==> config.mk <==
export PLATFORM = sky130hd
export DESIGN_NAME = trigger_rate_servo_positioner
export DESIGN_NICKNAME = d
export VERILOG_FILES = /design/src/design/tsp_pkg.sv /design/src/design/tsp_serial_mul.sv /design/src/design/tsp_serial_div.sv /design/src/design/tsp_trig_speed.sv /design/src/design/trigger_rate_servo_positioner.sv
export SDC_FILE = /design/constraint.sdc
export NUM_CORES = 1
export LEC_CHECK = 0
export ABC_AREA = 1
export ABC_CLOCK_PERIOD_IN_PS = 3460
export BUFFER_PORTS_ARGS = -buffer_cell sky130_fd_sc_hd__buf_2
export CORE_MARGIN = 2
export CORE_UTILIZATION = 58
export DETAILED_ROUTE_END_ITERATION = 12
export PLACE_DENSITY = 0.8
export SETUP_SLACK_MARGIN = 0.3
export SLEW_MARGIN = 5
export SYNTH_ARGS = -nofsm -noshare
export SYNTH_HDL_FRONTEND = slang
export SYNTH_SLANG_ARGS = --single-unit
==> constraint.sdc <==
create_clock -name clk -period 3.46 [get_ports clk]
set_input_delay 0.865 -clock clk [delete_from_list [all_inputs] [get_ports clk]]
set_output_delay 0.865 -clock clk [all_outputs]
set_load 0.05 [all_outputs]
==> src/design/tsp_pkg.sv <==
// ---------------------------------------------------------------------------
// tsp_pkg: shared types and constants of the trigger-rate servo positioner
// Field widths, fixed-point constants and the status bundle that the serial
// arithmetic units hand back to their controller.
// ---------------------------------------------------------------------------
package tsp_pkg;

  // Field and datapath widths
  localparam int TRIG_W     = 8;   // trigger value, deadzone, span
  localparam int RATE_W     = 10;  // max_rate register
  localparam int SPEED_W    = 10;  // per-trigger speed in deg/s
  localparam int DT_W       = 8;   // capped elapsed time in ms
  localparam int ELAPSED_W  = 16;  // raw elapsed time field
  localparam int DEG_W      = 8;   // whole-degree angles and command
  localparam int ANGLE_W    = 18;  // angle in millidegrees
  localparam int PROD_W     = 18;  // (trigger - deadzone) * max_rate
  localparam int SUM_W      = 20;  // signed angle + speed * dt
  localparam int RND_W      = 19;  // angle + half a degree
  localparam int RND_QW     = 9;   // quotient bits of the rounding divide
  localparam int MDEG_W     = 10;  // width of the constant 1000
  localparam int IN_TDATA_W = 40;
  localparam int CFG_IDX_W  = 3;
  localparam int CFG_DATA_W = 10;

  // Fixed-point constants
  localparam logic [MDEG_W-1:0]  MDEG_PER_DEG = 10'd1000;
  localparam logic [ANGLE_W-1:0] SEND_MDEG    = 18'd500;
  localparam logic [ANGLE_W-1:0] ANGLE_RESET  = 18'd90000;
  localparam logic [TRIG_W-1:0]  TRIG_FULL    = 8'd255;

  // Status of a serial arithmetic unit
  typedef struct packed {
    logic busy;
    logic done;   // one-cycle pulse, result valid and held from here on
  } unit_stat_t;

  // Whole degrees to millidegrees: d * 1000 = d * 1024 - d * 16 - d * 8
  function automatic logic [ANGLE_W-1:0] to_mdeg(input logic [DEG_W-1:0] d);
    logic [ANGLE_W-1:0] ext;
    begin
      ext = ANGLE_W'(d);
      return (ext << 10) - (ext << 4) - (ext << 3);
    end
  endfunction

endpackage

==> src/design/tsp_serial_mul.sv <==
// ---------------------------------------------------------------------------
// tsp_serial_mul: bit-serial shift-add multiplier
// Consumes one bit of the serial operand per cycle, LSB first, and shifts
// the partial product right.
// ---------------------------------------------------------------------------
module tsp_serial_mul
  import tsp_pkg::*;
#(
  parameter int AW = 10,   // parallel operand width
  parameter int BW = 8     // serial operand width, one bit per cycle
) (
  input  logic               clk,
  input  logic               rst_n,
  input  logic               start,
  input  logic [AW-1:0]      a,
  input  logic [BW-1:0]      b,
  output unit_stat_t         stat,
  output logic [AW+BW-1:0]   product
);

  localparam int CW = $clog2(BW + 1);

  logic          busy_r;
  logic          done_r;
  logic [CW-1:0] cnt_r;
  logic [AW-1:0] a_r;
  logic [AW-1:0] hi_r;
  logic [BW-1:0] lo_r;
  logic [AW:0]   sum_nxt;

  // Add the parallel operand when the current serial bit is set
  assign sum_nxt = {1'b0, hi_r} + (lo_r[0] ? {1'b0, a_r} : {(AW+1){1'b0}});

  // Control: step counter and done pulse
  always_ff @(posedge clk) begin
    if (!rst_n) begin
      busy_r <= 1'b0;
      done_r <= 1'b0;
      cnt_r  <= '0;
    end else begin
      done_r <= 1'b0;
      if (start) begin
        busy_r <= 1'b1;
        cnt_r  <= CW'(BW);
      end else if (busy_r) begin
        cnt_r <= cnt_r - 1'b1;
        if (cnt_r == CW'(1)) begin
          busy_r <= 1'b0;
          done_r <= 1'b1;
        end
      end
    end
  end

  // Datapath: load operands, then shift the product right one bit a cycle
  always_ff @(posedge clk) begin
    if (start) begin
      a_r  <= a;
      hi_r <= '0;
      lo_r <= b;
    end else if (busy_r) begin
      hi_r <= sum_nxt[AW:1];
      lo_r <= {sum_nxt[0], lo_r[BW-1:1]};
    end
  end

  assign stat.busy = busy_r;
  assign stat.done = done_r;
  assign product   = {hi_r, lo_r};

endmodule

==> src/design/tsp_serial_div.sv <==
// ---------------------------------------------------------------------------
// tsp_serial_div: bit-serial restoring divider
// Produces one quotient bit per cycle, MSB first. The caller guarantees the
// quotient fits in QW bits, so the upper dividend bits preload the
// remainder and only QW steps are run.
// ---------------------------------------------------------------------------
module tsp_serial_div
  import tsp_pkg::*;
#(
  parameter int DW = 18,   // dividend width
  parameter int VW = 8,    // divisor width
  parameter int QW = 10    // quotient bits, one per cycle
) (
  input  logic           clk,
  input  logic           rst_n,
  input  logic           start,
  input  logic [DW-1:0]  dividend,
  input  logic [VW-1:0]  divisor,
  output unit_stat_t     stat,
  output logic [QW-1:0]  quotient
);

  localparam int CW = $clog2(QW + 1);

  logic          busy_r;
  logic          done_r;
  logic [CW-1:0] cnt_r;
  logic [VW-1:0] dvs_r;
  logic [VW-1:0] rem_r;
  logic [QW-1:0] quo_r;
  logic [VW:0]   shift_nxt;
  logic [VW:0]   diff_nxt;
  logic          fits_nxt;

  // Trial subtract of the divisor from the shifted remainder
  assign shift_nxt = {rem_r, quo_r[QW-1]};
  assign fits_nxt  = (shift_nxt >= {1'b0, dvs_r});
  assign diff_nxt  = shift_nxt - {1'b0, dvs_r};

  // Control: step counter and done pulse
  always_ff @(posedge clk) begin
    if (!rst_n) begin
      busy_r <= 1'b0;
      done_r <= 1'b0;
      cnt_r  <= '0;
    end else begin
      done_r <= 1'b0;
      if (start) begin
        busy_r <= 1'b1;
        cnt_r  <= CW'(QW);
      end else if (busy_r) begin
        cnt_r <= cnt_r - 1'b1;
        if (cnt_r == CW'(1)) begin
          busy_r <= 1'b0;
          done_r <= 1'b1;
        end
      end
    end
  end

  // Datapath: remainder and a shared dividend/quotient shift register
  always_ff @(posedge clk) begin
    if (start) begin
      dvs_r <= divisor;
      rem_r <= VW'(dividend >> QW);
      quo_r <= dividend[QW-1:0];
    end else if (busy_r) begin
      rem_r <= fits_nxt ? diff_nxt[VW-1:0] : shift_nxt[VW-1:0];
      quo_r <= {quo_r[QW-2:0], fits_nxt};
    end
  end

  assign stat.busy = busy_r;
  assign stat.done = done_r;
  assign quotient  = quo_r;

endmodule

==> src/design/tsp_trig_speed.sv <==
// ---------------------------------------------------------------------------
// tsp_trig_speed: trigger-to-speed converter
// Computes (trigger - deadzone) * max_rate / (255 - deadzone) with a serial
// multiply followed by a serial divide; a gated trigger yields zero.
// ---------------------------------------------------------------------------
module tsp_trig_speed
  import tsp_pkg::*;
(
  input  logic               clk,
  input  logic               rst_n,
  input  logic               start,
  input  logic               en,       // trigger above a usable deadzone
  input  logic [TRIG_W-1:0]  excess,   // trigger - deadzone
  input  logic [RATE_W-1:0]  rate,
  input  logic [TRIG_W-1:0]  span,     // 255 - deadzone
  output unit_stat_t         stat,
  output logic [SPEED_W-1:0] speed
);

  logic               en_r;
  logic [TRIG_W-1:0]  span_r;
  unit_stat_t         mul_stat;
  unit_stat_t         div_stat;
  logic [PROD_W-1:0]  prod;
  logic [SPEED_W-1:0] quo;

  // Hold the gate and divisor for the length of the run
  always_ff @(posedge clk) begin
    if (start) begin
      en_r   <= en;
      span_r <= span;
    end
  end

  tsp_serial_mul #(
    .AW (RATE_W),
    .BW (TRIG_W)
  ) u_mul (
    .clk     (clk),
    .rst_n   (rst_n),
    .start   (start),
    .a       (rate),
    .b       (excess),
    .stat    (mul_stat),
    .product (prod)
  );

  // Product is below span * 1024, so a 10-bit quotient always fits
  tsp_serial_div #(
    .DW (PROD_W),
    .VW (TRIG_W),
    .QW (SPEED_W)
  ) u_div (
    .clk      (clk),
    .rst_n    (rst_n),
    .start    (mul_stat.done),
    .dividend (prod),
    .divisor  (span_r),
    .stat     (div_stat),
    .quotient (quo)
  );

  assign stat.busy = mul_stat.busy | div_stat.busy | mul_stat.done;
  assign stat.done = div_stat.done;
  assign speed     = en_r ? quo : '0;

endmodule

==> src/design/trigger_rate_servo_positioner.sv <==
// ---------------------------------------------------------------------------
// trigger_rate_servo_positioner: servo angle from buttons and triggers
//
// in_* channel: one control sample per beat (fields in in_tdata). The angle
// is held in millidegrees; buttons snap it to the limits, triggers move it
// at a speed scaled by max_rate and the capped elapsed time, then it is
// clamped. out_* channel: an 8-bit servo command in whole degrees, sent on
// the first sample and whenever the angle has moved 500 millidegrees or
// more from the last command. A link-down sample is dropped.
// The next sample is taken the cycle after the command is loaded, or once the
// send check finds nothing to send. The serial chain does the arithmetic:
// a multiply and a divide for both triggers in parallel, a speed*dt multiply
// and a rounding divide by 1000. With no trigger above the deadzone the
// chain starts at the rounding divide, which runs only when a command is sent.
// One output register parts the two sides: a sample is accepted while a
// command waits; a second command waits in its own state until out_tready.
// cfg_*: write-only registers, to be written by the user only while the block is idle; the block does not enforce it.
// Reset (rst_n low, synchronous) restores register defaults, the angle to
// 90 degrees and forgets the last command sent.
// ---------------------------------------------------------------------------
module trigger_rate_servo_positioner
  import tsp_pkg::*;
(
  input  logic                  clk,
  input  logic                  rst_n,
  // [0] link_up, [1] open_button, [2] close_button, [10:3] open_trigger,
  // [18:11] close_trigger, [34:19] elapsed_ms, [39:35] zero
  input  logic [IN_TDATA_W-1:0] in_tdata,
  input  logic                  in_tvalid,
  output logic                  in_tready,
  // [7:0] servo_degrees
  output logic [DEG_W-1:0]      out_tdata,
  output logic                  out_tvalid,
  input  logic                  out_tready,
  input  logic                  cfg_we,
  input  logic [CFG_IDX_W-1:0]  cfg_index,
  input  logic [CFG_DATA_W-1:0] cfg_wdata
);

  // Register indexes
  localparam logic [CFG_IDX_W-1:0] CFG_MIN_ANGLE = 3'd0;
  localparam logic [CFG_IDX_W-1:0] CFG_MAX_ANGLE = 3'd1;
  localparam logic [CFG_IDX_W-1:0] CFG_MAX_RATE  = 3'd2;
  localparam logic [CFG_IDX_W-1:0] CFG_DEADZONE  = 3'd3;
  localparam logic [CFG_IDX_W-1:0] CFG_DT_CAP    = 3'd4;

  typedef enum logic [2:0] {
    S_IDLE,
    S_SPEED,
    S_SCALE,
    S_CLAMP,
    S_CHECK,
    S_ROUND,
    S_EMIT
  } state_t;

  state_t              state_r;
  logic [DEG_W-1:0]    min_r;
  logic [DEG_W-1:0]    max_r;
  logic [RATE_W-1:0]   rate_r;
  logic [TRIG_W-1:0]   dz_r;
  logic [DT_W-1:0]     cap_r;
  logic [ANGLE_W-1:0]  angle_r;
  logic [ANGLE_W-1:0]  last_r;
  logic                sent_r;
  logic [DEG_W-1:0]    out_data_r;
  logic                out_valid_r;
  logic [DT_W-1:0]     dt_r;
  logic                neg_r;
  logic [SUM_W-1:0]    sum_r;

  // Input fields
  logic                 link_up;
  logic                 open_button;
  logic                 close_button;
  logic [TRIG_W-1:0]    open_trigger;
  logic [TRIG_W-1:0]    close_trigger;
  logic [ELAPSED_W-1:0] elapsed_ms;

  logic                 in_acc;
  logic [DT_W-1:0]      dt_nxt;
  logic [ANGLE_W-1:0]   min_mdeg;
  logic [ANGLE_W-1:0]   max_mdeg;
  logic [ANGLE_W-1:0]   snap_nxt;
  logic                 open_hot;
  logic                 close_hot;
  logic                 dz_live;
  logic [TRIG_W-1:0]    span;
  logic                 trig_go;
  unit_stat_t           spd_o_stat;
  unit_stat_t           spd_c_stat;
  logic [SPEED_W-1:0]   spd_o;
  logic [SPEED_W-1:0]   spd_c;
  logic                 neg_nxt;
  logic [SPEED_W-1:0]   mag_nxt;
  logic                 mul_go;
  unit_stat_t           mul_stat;
  logic [ANGLE_W-1:0]   prod;
  logic [SUM_W-1:0]     sum_nxt;
  logic [ANGLE_W-1:0]   clamp_nxt;
  logic [ANGLE_W-1:0]   diff;
  logic                 send;
  logic                 rnd_go;
  logic [RND_W-1:0]     rnd_dividend;
  unit_stat_t           rnd_stat;
  logic [RND_QW-1:0]    rnd_q;
  logic                 out_free;
  logic                 out_load;

  // Unpack the sample
  assign link_up       = in_tdata[0];
  assign open_button   = in_tdata[1];
  assign close_button  = in_tdata[2];
  assign open_trigger  = in_tdata[10:3];
  assign close_trigger = in_tdata[18:11];
  assign elapsed_ms    = in_tdata[34:19];

  assign in_tready = (state_r == S_IDLE);
  assign in_acc    = in_tvalid & in_tready;

  // Cap elapsed time; snap to a limit, close button wins
  assign dt_nxt   = (elapsed_ms > ELAPSED_W'(cap_r)) ? cap_r : elapsed_ms[DT_W-1:0];
  assign min_mdeg = to_mdeg(min_r);
  assign max_mdeg = to_mdeg(max_r);
  assign snap_nxt = close_button ? min_mdeg : (open_button ? max_mdeg : angle_r);

  // Trigger gating
  assign open_hot  = (open_trigger > dz_r);
  assign close_hot = (close_trigger > dz_r);
  assign dz_live   = (dz_r != TRIG_FULL);
  assign span      = TRIG_FULL - dz_r;
  assign trig_go   = in_acc & link_up & (open_hot | close_hot);

  tsp_trig_speed u_spd_open (
    .clk    (clk),
    .rst_n  (rst_n),
    .start  (trig_go),
    .en     (open_hot & dz_live),
    .excess (open_trigger - dz_r),
    .rate   (rate_r),
    .span   (span),
    .stat   (spd_o_stat),
    .speed  (spd_o)
  );

  tsp_trig_speed u_spd_close (
    .clk    (clk),
    .rst_n  (rst_n),
    .start  (trig_go),
    .en     (close_hot & dz_live),
    .excess (close_trigger - dz_r),
    .rate   (rate_r),
    .span   (span),
    .stat   (spd_c_stat),
    .speed  (spd_c)
  );

  // Net speed as sign and magnitude
  assign neg_nxt = (spd_c > spd_o);
  assign mag_nxt = neg_nxt ? (spd_c - spd_o) : (spd_o - spd_c);
  assign mul_go  = (state_r == S_SPEED) & spd_o_stat.done;

  tsp_serial_mul #(
    .AW (SPEED_W),
    .BW (DT_W)
  ) u_scale (
    .clk     (clk),
    .rst_n   (rst_n),
    .start   (mul_go),
    .a       (mag_nxt),
    .b       (dt_r),
    .stat    (mul_stat),
    .product (prod)
  );

  // Move the angle by speed * dt, then clamp (low bound checked first)
  assign sum_nxt   = neg_r ? (SUM_W'(angle_r) - SUM_W'(prod))
                           : (SUM_W'(angle_r) + SUM_W'(prod));
  assign clamp_nxt = ($signed(sum_r) < $signed(SUM_W'(min_mdeg))) ? min_mdeg :
                     ($signed(sum_r) > $signed(SUM_W'(max_mdeg))) ? max_mdeg :
                     sum_r[ANGLE_W-1:0];

  // Send decision and rounding to whole degrees
  assign diff         = (angle_r >= last_r) ? (angle_r - last_r) : (last_r - angle_r);
  assign send         = !sent_r || (diff >= SEND_MDEG);
  assign rnd_go       = (state_r == S_CHECK) & send;
  assign rnd_dividend = RND_W'(angle_r) + RND_W'(SEND_MDEG);

  tsp_serial_div #(
    .DW (RND_W),
    .VW (MDEG_W),
    .QW (RND_QW)
  ) u_round (
    .clk      (clk),
    .rst_n    (rst_n),
    .start    (rnd_go),
    .dividend (rnd_dividend),
    .divisor  (MDEG_PER_DEG),
    .stat     (rnd_stat),
    .quotient (rnd_q)
  );

  assign out_free = !out_valid_r || out_tready;
  assign out_load = out_free &
                    (((state_r == S_ROUND) & rnd_stat.done) | (state_r == S_EMIT));

  // Sequencer, configuration, angle state and output register
  always_ff @(posedge clk) begin
    if (!rst_n) begin
      state_r     <= S_IDLE;
      min_r       <= 8'd5;
      max_r       <= 8'd175;
      rate_r      <= 10'd540;
      dz_r        <= 8'd12;
      cap_r       <= 8'd50;
      angle_r     <= ANGLE_RESET;
      last_r      <= '0;
      sent_r      <= 1'b0;
      out_valid_r <= 1'b0;
    end else begin
      if (cfg_we) begin
        case (cfg_index)
          CFG_MIN_ANGLE: min_r  <= cfg_wdata[DEG_W-1:0];
          CFG_MAX_ANGLE: max_r  <= cfg_wdata[DEG_W-1:0];
          CFG_MAX_RATE:  rate_r <= cfg_wdata[RATE_W-1:0];
          CFG_DEADZONE:  dz_r   <= cfg_wdata[TRIG_W-1:0];
          CFG_DT_CAP:    cap_r  <= cfg_wdata[DT_W-1:0];
          default: ;
        endcase
      end

      // Load a finished command, or drop the output beat once taken
      if (out_load) begin
        out_data_r  <= rnd_q[DEG_W-1:0];
        out_valid_r <= 1'b1;
      end else if (out_valid_r && out_tready) begin
        out_valid_r <= 1'b0;
      end

      case (state_r)
        S_IDLE: begin
          if (in_acc && link_up) begin
            angle_r <= snap_nxt;
            state_r <= (open_hot || close_hot) ? S_SPEED : S_CHECK;
          end
        end
        S_SPEED: begin
          if (spd_o_stat.done) begin
            state_r <= S_SCALE;
          end
        end
        S_SCALE: begin
          if (mul_stat.done) begin
            state_r <= S_CLAMP;
          end
        end
        S_CLAMP: begin
          angle_r <= clamp_nxt;
          state_r <= S_CHECK;
        end
        S_CHECK: begin
          if (send) begin
            last_r  <= angle_r;
            sent_r  <= 1'b1;
            state_r <= S_ROUND;
          end else begin
            state_r <= S_IDLE;
          end
        end
        S_ROUND: begin
          if (rnd_stat.done) begin
            state_r <= out_free ? S_IDLE : S_EMIT;
          end
        end
        S_EMIT: begin
          if (out_free) begin
            state_r <= S_IDLE;
          end
        end
        default: state_r <= S_IDLE;
      endcase
    end
  end

  // Hold per-sample operands
  always_ff @(posedge clk) begin
    if (in_acc) begin
      dt_r <= dt_nxt;
    end
    if (mul_go) begin
      neg_r <= neg_nxt;
    end
    if (state_r == S_SCALE && mul_stat.done) begin
      sum_r <= sum_nxt;
    end
  end

  assign out_tdata  = out_data_r;
  assign out_tvalid = out_valid_r;

  // Both speed units run in lockstep
  assert property (@(posedge clk) disable iff (!rst_n)
    spd_o_stat.done == spd_c_stat.done)
    else $error("trigger speed units out of step");

  // Angle never leaves the range reachable by snap or clamp
  assert property (@(posedge clk) disable iff (!rst_n)
    angle_r <= to_mdeg(TRIG_FULL))
    else $error("angle above 255 degrees");

  // A command on the output implies the send state was recorded
  assert property (@(posedge clk) disable iff (!rst_n)
    out_tvalid |-> sent_r)
    else $error("command out without send record");

  // The scale product only completes while the sequencer waits for it
  assert property (@(posedge clk) disable iff (!rst_n)
    mul_stat.done |-> state_r == S_SCALE)
    else $error("scale multiply finished outside its state");

  // A finished rounding divide is either emitted at once or parked
  assert property (@(posedge clk) disable iff (!rst_n)
    (rnd_stat.done && !out_free) |=> (state_r == S_EMIT))
    else $error("rounded command lost while output stalled");

endmodule

# Word level (Yosys, flattened, before mapping)
# Index checks and enable logic that the tools add are counted.
# W data, S select, Z words.
[totals] register_bits=310 inputBits=58
[op_classes] order_cmp=11 n_reduce_logical=37 n_eq_ne=23 bitwise=17 muxes=82 addsub=26
[ops] cell="$mux W10" count=13
[ops] cell="$mux W18" count=6
[ops] cell="$mux W8" count=13
[ops] cell="$mux W4" count=12
[ops] cell="$pmux W18 S2" count=1
[ops] cell="$sub A18 B11 Y18" count=2
[ops] cell="$sub A18 B12 Y18" count=2
[ops] cell="$sub A18 B18 Y18" count=2
[ops] cell="$add A10 B11 Y11" count=3
[ops] cell="$sub A8 B8 Y8" count=4
[ops] cell="$mux W1" count=25
[ops] cell="$eq A4 B1 Y1 const B" count=6
[ops] cell="$mux W3" count=8
[ops] cell="$sub A4 B1 Y4 const B" count=6
[ops] cell="$pmux W3 S7" count=1
[ops] cell="$gt A20 B19 Y1" count=1
[ops] cell="$lt A20 B19 Y1" count=1
[ops] cell="$mux W20" count=1
[ops] cell="$sub A10 B10 Y10" count=2
[ops] cell="$add A18 B18 Y19" count=1
[ops] cell="$add A18 B9 Y19 const B" count=1
[ops] cell="$sub A18 B18 Y19" count=1
[ops] cell="$ge A18 B18 Y1" count=1
[ops] cell="$ge A18 B9 Y1 const B" count=1
[ops] cell="other kinds (28)" count=82

# Depth between registers and ports, before layout
[logic_depth] word_depth=6 mapped_depth=27

# By module
# From an unflattened synthesis, not the netlist that was laid out.
[unflattened] hier_cells=3331 area_unflattened_um2=24976.5
[modules_own_cells] module="trigger_rate_servo_positioner" cells_each=1895 seq_area_each_um2=2772.7 area_per_inst_um2=12844.8 n_inst=1
[modules_own_cells] module="tsp_serial_div at u_spd_close.u_div ..." cells_each=215 seq_area_each_um2=900.9 area_per_inst_um2=1884.3 n_inst=2
[modules_own_cells] module="tsp_serial_div at u_round" cells_each=272 seq_area_each_um2=991.0 area_per_inst_um2=2198.4 n_inst=1
[modules_own_cells] module="tsp_serial_mul at u_spd_open.u_mul" cells_each=223 seq_area_each_um2=860.8 area_per_inst_um2=1819.2 n_inst=1
[modules_own_cells] module="tsp_serial_mul at u_spd_close.u_mul" cells_each=223 seq_area_each_um2=860.8 area_per_inst_um2=1805.5 n_inst=1
[modules_own_cells] module="tsp_serial_mul at u_scale" cells_each=222 seq_area_each_um2=860.8 area_per_inst_um2=1804.2 n_inst=1
[modules_own_cells] module="tsp_trig_speed" cells_each=33 seq_area_each_um2=270.3 area_per_inst_um2=367.9 n_inst=2

# Worst setup path before layout
# Ideal clock, no wire load.
[synth_path] kind="register -> register" from="reg min_r[3]" to="reg angle_r[11]" required_time_ps=3345 synth_period_minus_slack_ps=3736 path_buffers=1 path_stages_with_launch=26 setup_time_ps=115 t_arrival_ps=3621 slack_ps=-276 cell_sequence="dfxtp_1 -> inv_1 -> ha_1 -> ha_1 -> a21o_1 -> nand3_1 -> nand2_1 -> a21oi_1 -> o21ai_0 -> nand2_1 -> nand3_1 -> xor2_1 -> inv_1 -> ha_1 -> nand3_1 -> nor3_1 -> o211ai_1 -> nand3_1 -> nand2_1 -> inv_1 -> buf_1 -> nand3_1 -> nand2_1 -> nand2_1 -> nand2_1 -> nand2_1"
[synth_via] elab_chain_cells=5 word_cells_on_any_way=7 cone_classes="2 x add/sub; 1 x order compare; 4 x mux"
[synth_lines] element="start: declaration" line_no="trigger_rate_servo_positioner.sv:58" source="logic [DEG_W-1:0] min_r;"
[synth_lines] element="start signal: assignment" line_no="trigger_rate_servo_positioner.sv:223" source="CFG_MIN_ANGLE: min_r <= cfg_wdata[DEG_W-1:0];"
[synth_lines] element="$sub A18 B12 Y18" line_no="tsp_pkg.sv:42" source="return (ext << 10) - (ext << 4) - (ext << 3);"
[synth_lines] element="$sub A18 B11 Y18 *" line_no="tsp_pkg.sv:42"
[synth_lines] element="$lt A20 B19 Y1 or $mux W18 (tied branches)" line_no="trigger_rate_servo_positioner.sv:179, trigger_rate_servo_positioner.sv:125"
[synth_lines] element="$mux W18, on equally long branches" line_no="trigger_rate_servo_positioner.sv:179, trigger_rate_servo_positioner.sv:242"
[synth_lines] element="$pmux W18 S2 *" line_no="trigger_rate_servo_positioner.sv:240" source="case (state_r)"
[synth_lines] element="end signal: assignment" line_no="trigger_rate_servo_positioner.sv:243" source="angle_r <= snap_nxt;"
[synth_lines] element="end signal: assignment" line_no="trigger_rate_servo_positioner.sv:258" source="angle_r <= clamp_nxt;"
[synth_lines] element="end: declaration" line_no="trigger_rate_servo_positioner.sv:63" source="logic [ANGLE_W-1:0] angle_r;"
# Mark *: on every way between the ends. The rest lies on a longest branch, timed or not. The select of a mux whose other input is x is not followed.
# A chain may end at the register's enable or synchronous reset.

# Worst setup path after layout
[layout_path] from="reg max_r[2]" to="reg angle_r[8]"
[layout_via] elab_chain_cells=6 word_cells_on_any_way=9 cone_classes="2 x add/sub; 1 x order compare; 6 x mux"
[layout_lines] element="start: declaration" line_no="trigger_rate_servo_positioner.sv:59" source="logic [DEG_W-1:0] max_r;"
[layout_lines] element="start signal: assignment" line_no="trigger_rate_servo_positioner.sv:224" source="CFG_MAX_ANGLE: max_r <= cfg_wdata[DEG_W-1:0];"
[layout_lines] element="$sub A18 B12 Y18" line_no="tsp_pkg.sv:42"
[layout_lines] element="$sub A18 B11 Y18 *" line_no="tsp_pkg.sv:42"
[layout_lines] element="$gt A20 B19 Y1 or $mux W18 (tied branches)" line_no="trigger_rate_servo_positioner.sv:180, trigger_rate_servo_positioner.sv:125"
[layout_lines] element="$mux W18, on equally long branches" line_no="trigger_rate_servo_positioner.sv:180, trigger_rate_servo_positioner.sv:125"
[layout_lines] element="$mux W18, on equally long branches" line_no="trigger_rate_servo_positioner.sv:179, trigger_rate_servo_positioner.sv:242"
[layout_lines] element="$pmux W18 S2 *" line_no="trigger_rate_servo_positioner.sv:240"
# Marked as above.

==> impl_metrics.py <==
metrics = {
    "sta": {
        "clock_skew_ns": 0.01405,
        "setup-violations-final": 16,
        "setup_ws_ns": -0.1729,
        "layout_min_cycle_time_ns": 3.633,
        "fmax_mhz": 275.3,
        "maxSlewHeadroom_pct": 38.79,
        "hold_slack_ns": 0.4276,
        "rsz0062_at_grt": "true",
        "finalCritPeriodShare_pct": 105.0,
        "worst_slew_pin_slew_ns": 0.9171,
        "hold_viol": 0,
        "drv_slew": 0,
    },
    "setup_path": {
        "cp-end-kind": "flip-flop",
        "cp.required_ns": 3.88,
        "crit_arrival_ns": 4.05,
        "rr_endpoint": "angle_r[8]",
        "r2r_setup_slack_ns": -0.17,
        "path_class": "reg2reg",
        "r2r-start": "max_r[2]",
        "critPathMaxFanout": 7,
        "start_kind": "flip-flop",
        "rr_worst_depth": 27,
    },
    "routing": {
        "drt_iter0_markers": 1327,
        "wl_per_cell_um": 17.45,
        "routed_wirelength_mm": 65.29,
        "drt_pass1_iterations": 7,
        "ant_nets": 0,
        "drc": 0,
        "routed_via_density": 5.656,
        "vias": 21160,
    },
    "yosys": {
        "synth_edf_count": 162,
        "seq_area_frac_synth_pct": 35.08,
        "synth_cell_types": 60,
        "synth_warnings": 0,
        "synth-main-ff-cell": "edfxtp_1",
        "syn_area_sq_um": 22310,
        "avgSynthCellArea_sq_um": 7.531,
        "synth_nets": 3274,
        "synthArstFlopShare_pct": 0,
        "synthCells": 2963,
        "synth_seq_cells": 310,
    },
    "run_status": {
        "violations": "setup timing",
        "status": "finished with violations",
    },
    "finish": {
        "antenna_cells": 0,
        "seqCellArea_sq_um": 7854,
        "layout-drive-gt1-share_pct": 17.77,
        "multi_input_area_sq_um": 13490,
        "layoutNonFillerInstCount": 3741,
        "area_growth_pct": 21.51,
        "nNetsFinal": 3517,
        "fillCellCount": 2895,
    },
    "placed_design": {
        "place_hpwl_mm": 48.66,
        "portBuffers": 62,
        "post-place-ws_ns": -0.1647,
        "gp_congestion": 0.9871,
        "dp.cells": 3629,
    },
    "cts": {
        "cts_tree": "done",
        "cts_made_buffers": 34,
        "clock-sinks": 310,
        "insertion_delay_ns": 0.53,
        "clk_pin_slew_ns": 0.06,
        "cts_buffer_depth": 3,
        "htree_levels": 2,
        "cts_root_buf": "clkbuf_16",
    },
    "min_path": {
        "hold_depth": 0,
        "hold-path-endpoint": "u_spd_open.u_mul.a_r[0]",
        "hold_class": "reg2reg",
        "min_from": "rate_r[0]",
    },
    "pwr": {
        "ir_worst_vdd_v": 0.0004640,
        "p_per_area_nw_per_um2": 581.9,
        "p_leak_nw": 12.54,
        "p_total_mw": 15.78,
    },
    "floorplanning": {
        "start_util_pct": 59.10,
        "die_h_um": 200.1,
        "dieArea_sq_um": 40060,
        "num_rows": 71,
        "core_area_sq_um": 37760,
        "io_pins": 68,
        "die_w_um": 200.1,
    },
    "global_route": {
        "antenna_found_initial": 0,
        "grt_max_degree": 72,
        "grt.overflow.total": 0,
        "grt_pass1_wl_mm": 104.3,
        "track_usage_pct": 31.89,
        "grt_pass1_vias": 21090,
    },
    "run": {
        "drv_cap": 0,
    },
}
[sequential cells by signal, indices dropped and copies added, names as in the netlist, 9 cells and up]
signal and flops:
u_scale.hi_r 10, angle_r 18, u_scale.a_r 10, u_spd_open.u_div.quotient 10, u_spd_open.u_mul.hi_r 10, u_spd_open.u_mul.a_r 10, last_r 18, u_round.rem_r 10
u_spd_close.u_div.quotient 10, u_spd_close.u_mul.hi_r 10, rate_r 10, u_round.quotient 9, sum_r 20
[cell usage in the layout (no fill, tap or decap), types with 39 or more instances in the layout]
| cell | count |
|---|---|
| ha_1 | 201 |
| nand2_1 | 671 |
| a21oi_1 | 211 |
| clkbuf_16 | 42 |
| xor2_1 | 86 |
| edfxtp_1 | 162 |
| nand3_1 | 107 |
| o21ai_0 | 203 |
| nand2_2 | 39 |
| buf_2 | 63 |
| dfxtp_1 | 129 |
| nor2_1 | 228 |
| inv_1 | 409 |
| buf_4 | 198 |
[stage by stage]
step | instance area [sq um] | utilization (%) | setup TNS, ns
floorplan | 22620 | - | 0
global placement | 24550 | 65.01 | -1.247
detailed placement | 24550 | 65.01 | -4.577
CTS | 26180 | 69.35 | -1.011
global route | 27110 | 71.81 | -6.860
finish | 27110 | 71.81 | -2.039
[synthesized netlist by cell type, types with 3 or more instances]
cell type,number,area [sq um]
xor2_1,94,823.3
ha_1,238,2978
mux2i_1,6,60.06
a21boi_0,6,45.04
o21ai_0,219,1096
buf_6,6,67.56
nand2_1,709,2661
nor2_1,238,893.4
inv_2,9,33.78
nor2_2,3,18.77
nand3_2,4,40.04
a21o_1,5,37.54
buf_1,7,26.28
fa_1,15,300.3
o221ai_1,4,35.03
a21oi_1,232,1161
dfxtp_1,148,2963
o21bai_1,9,67.56
or2_2,8,50.05
o211ai_1,31,232.7
o21ai_1,18,90.09
o21a_1,10,75.07
buf_4,4,30.03
nand2_2,8,50.05
clkinv_1,4,15.01
buf_2,8,40.04
nor2_4,5,56.30
xnor2_1,21,183.9
and2_1,4,25.02
a211oi_1,11,82.58
o31ai_1,11,82.58
nand3_1,116,580.6
nand3b_1,6,45.04
nor3_1,33,165.2
a221oi_1,5,43.79
a31oi_1,12,75.07
inv_1,429,1610
o22ai_1,5,31.28
nor4_1,8,50.05
clkbuf_1,54,202.7
nand4_1,14,87.58
a21oi_2,4,35.03
edfxtp_1,162,4865
[report_power, final]
group | internal [mW] | leakage, nW | switching [mW] | total (mW)
clock | 2.40 | 0.594 | 1.54 | 3.94
sequential | 4.47 | 2.66 | 0.391 | 4.86
combinational | 2.74 | 9.28 | 4.23 | 6.97
[metal layers]
layer / share of wire, % / track usage [%] / wire [um]
met1: 39 / 37.18 / 25520
met2: 49 / 57.35 / 32200
met3: 5.5 / 3.254 / 3560
met4: 6.1 / 17.72 / 4005
met5: 0 / 0 / 0
[worst max path at each step]
stage / startpoint / endpoint / slack, ns / depth (start not counted)
6_report: max_r[2] / angle_r[8] / -0.17 / 27
5_1_grt: max_r[1] / angle_r[8] / -0.43 / 26
2_1_floorplan: max_r[1] / angle_r[15] / 0.17 / 24
3_3_place_gp: max_r[4] / angle_r[15] / -0.09 / 23
4_1_cts: max_r[1] / angle_r[11] / -0.10 / 26
3_5_place_dp: min_r[4] / angle_r[15] / -0.16 / 21
[kinds of logic after synthesis]
group | after synthesis | share of synthesized area (%)
AND/OR/NAND/NOR | 1163 | 21.53
AO/OA/AOI/OAI | 594 | 14.81
buffers and inverters | 522 | 9.106
flip-flops | 310 | 35.08
adder cells (fa/ha/maj) | 253 | 14.69
XOR/XNOR | 115 | 4.514
multiplexers | 6 | 0.2692
[worst max-delay path, stage by stage, from the launching register on]
cell and delay, ns:
dfxtp_2 0.35, inv_4 0.05, ha_4 0.26, ha_4 0.19, a21o_1 0.20, a21oi_2 0.15, nand2_2 0.08, a21boi_2 0.19
o21bai_1 0.10, buf_4 0.14, buf_4 0.12, xor2_1 0.19, inv_1 0.07, ha_1 0.27, nand2_1 0.08, nor2_4 0.10
nand4_1 0.08, nor2_1 0.11, nor2_1 0.06, nand3_2 0.08, nand2_4 0.09, buf_12 0.15, nand2_1 0.06, nand3_1 0.07
nand2_1 0.06, nand2_1 0.07, nand2_1 0.09, nand2_1 0.06
[cell type report]
cell class                 count  share of cell area (%)
clock buffer                  46                   3.779
timing repair buffer         283                   8.154
sequential                   310                   28.97
inverter                     443                   6.271
multi-input combinational   2134                   49.76
tap                          511                   2.358
clock inverter                14                  0.7107
[what timing repair did]
item,in CTS,in global routing
cloned,2,7
pin swaps,10,51
setup buffers,14,29
gates resized for setup,57,139
hold buffers,0,0
setup endpoints to repair,82,138
No activity file was read; power rests on OpenSTA's default activity.
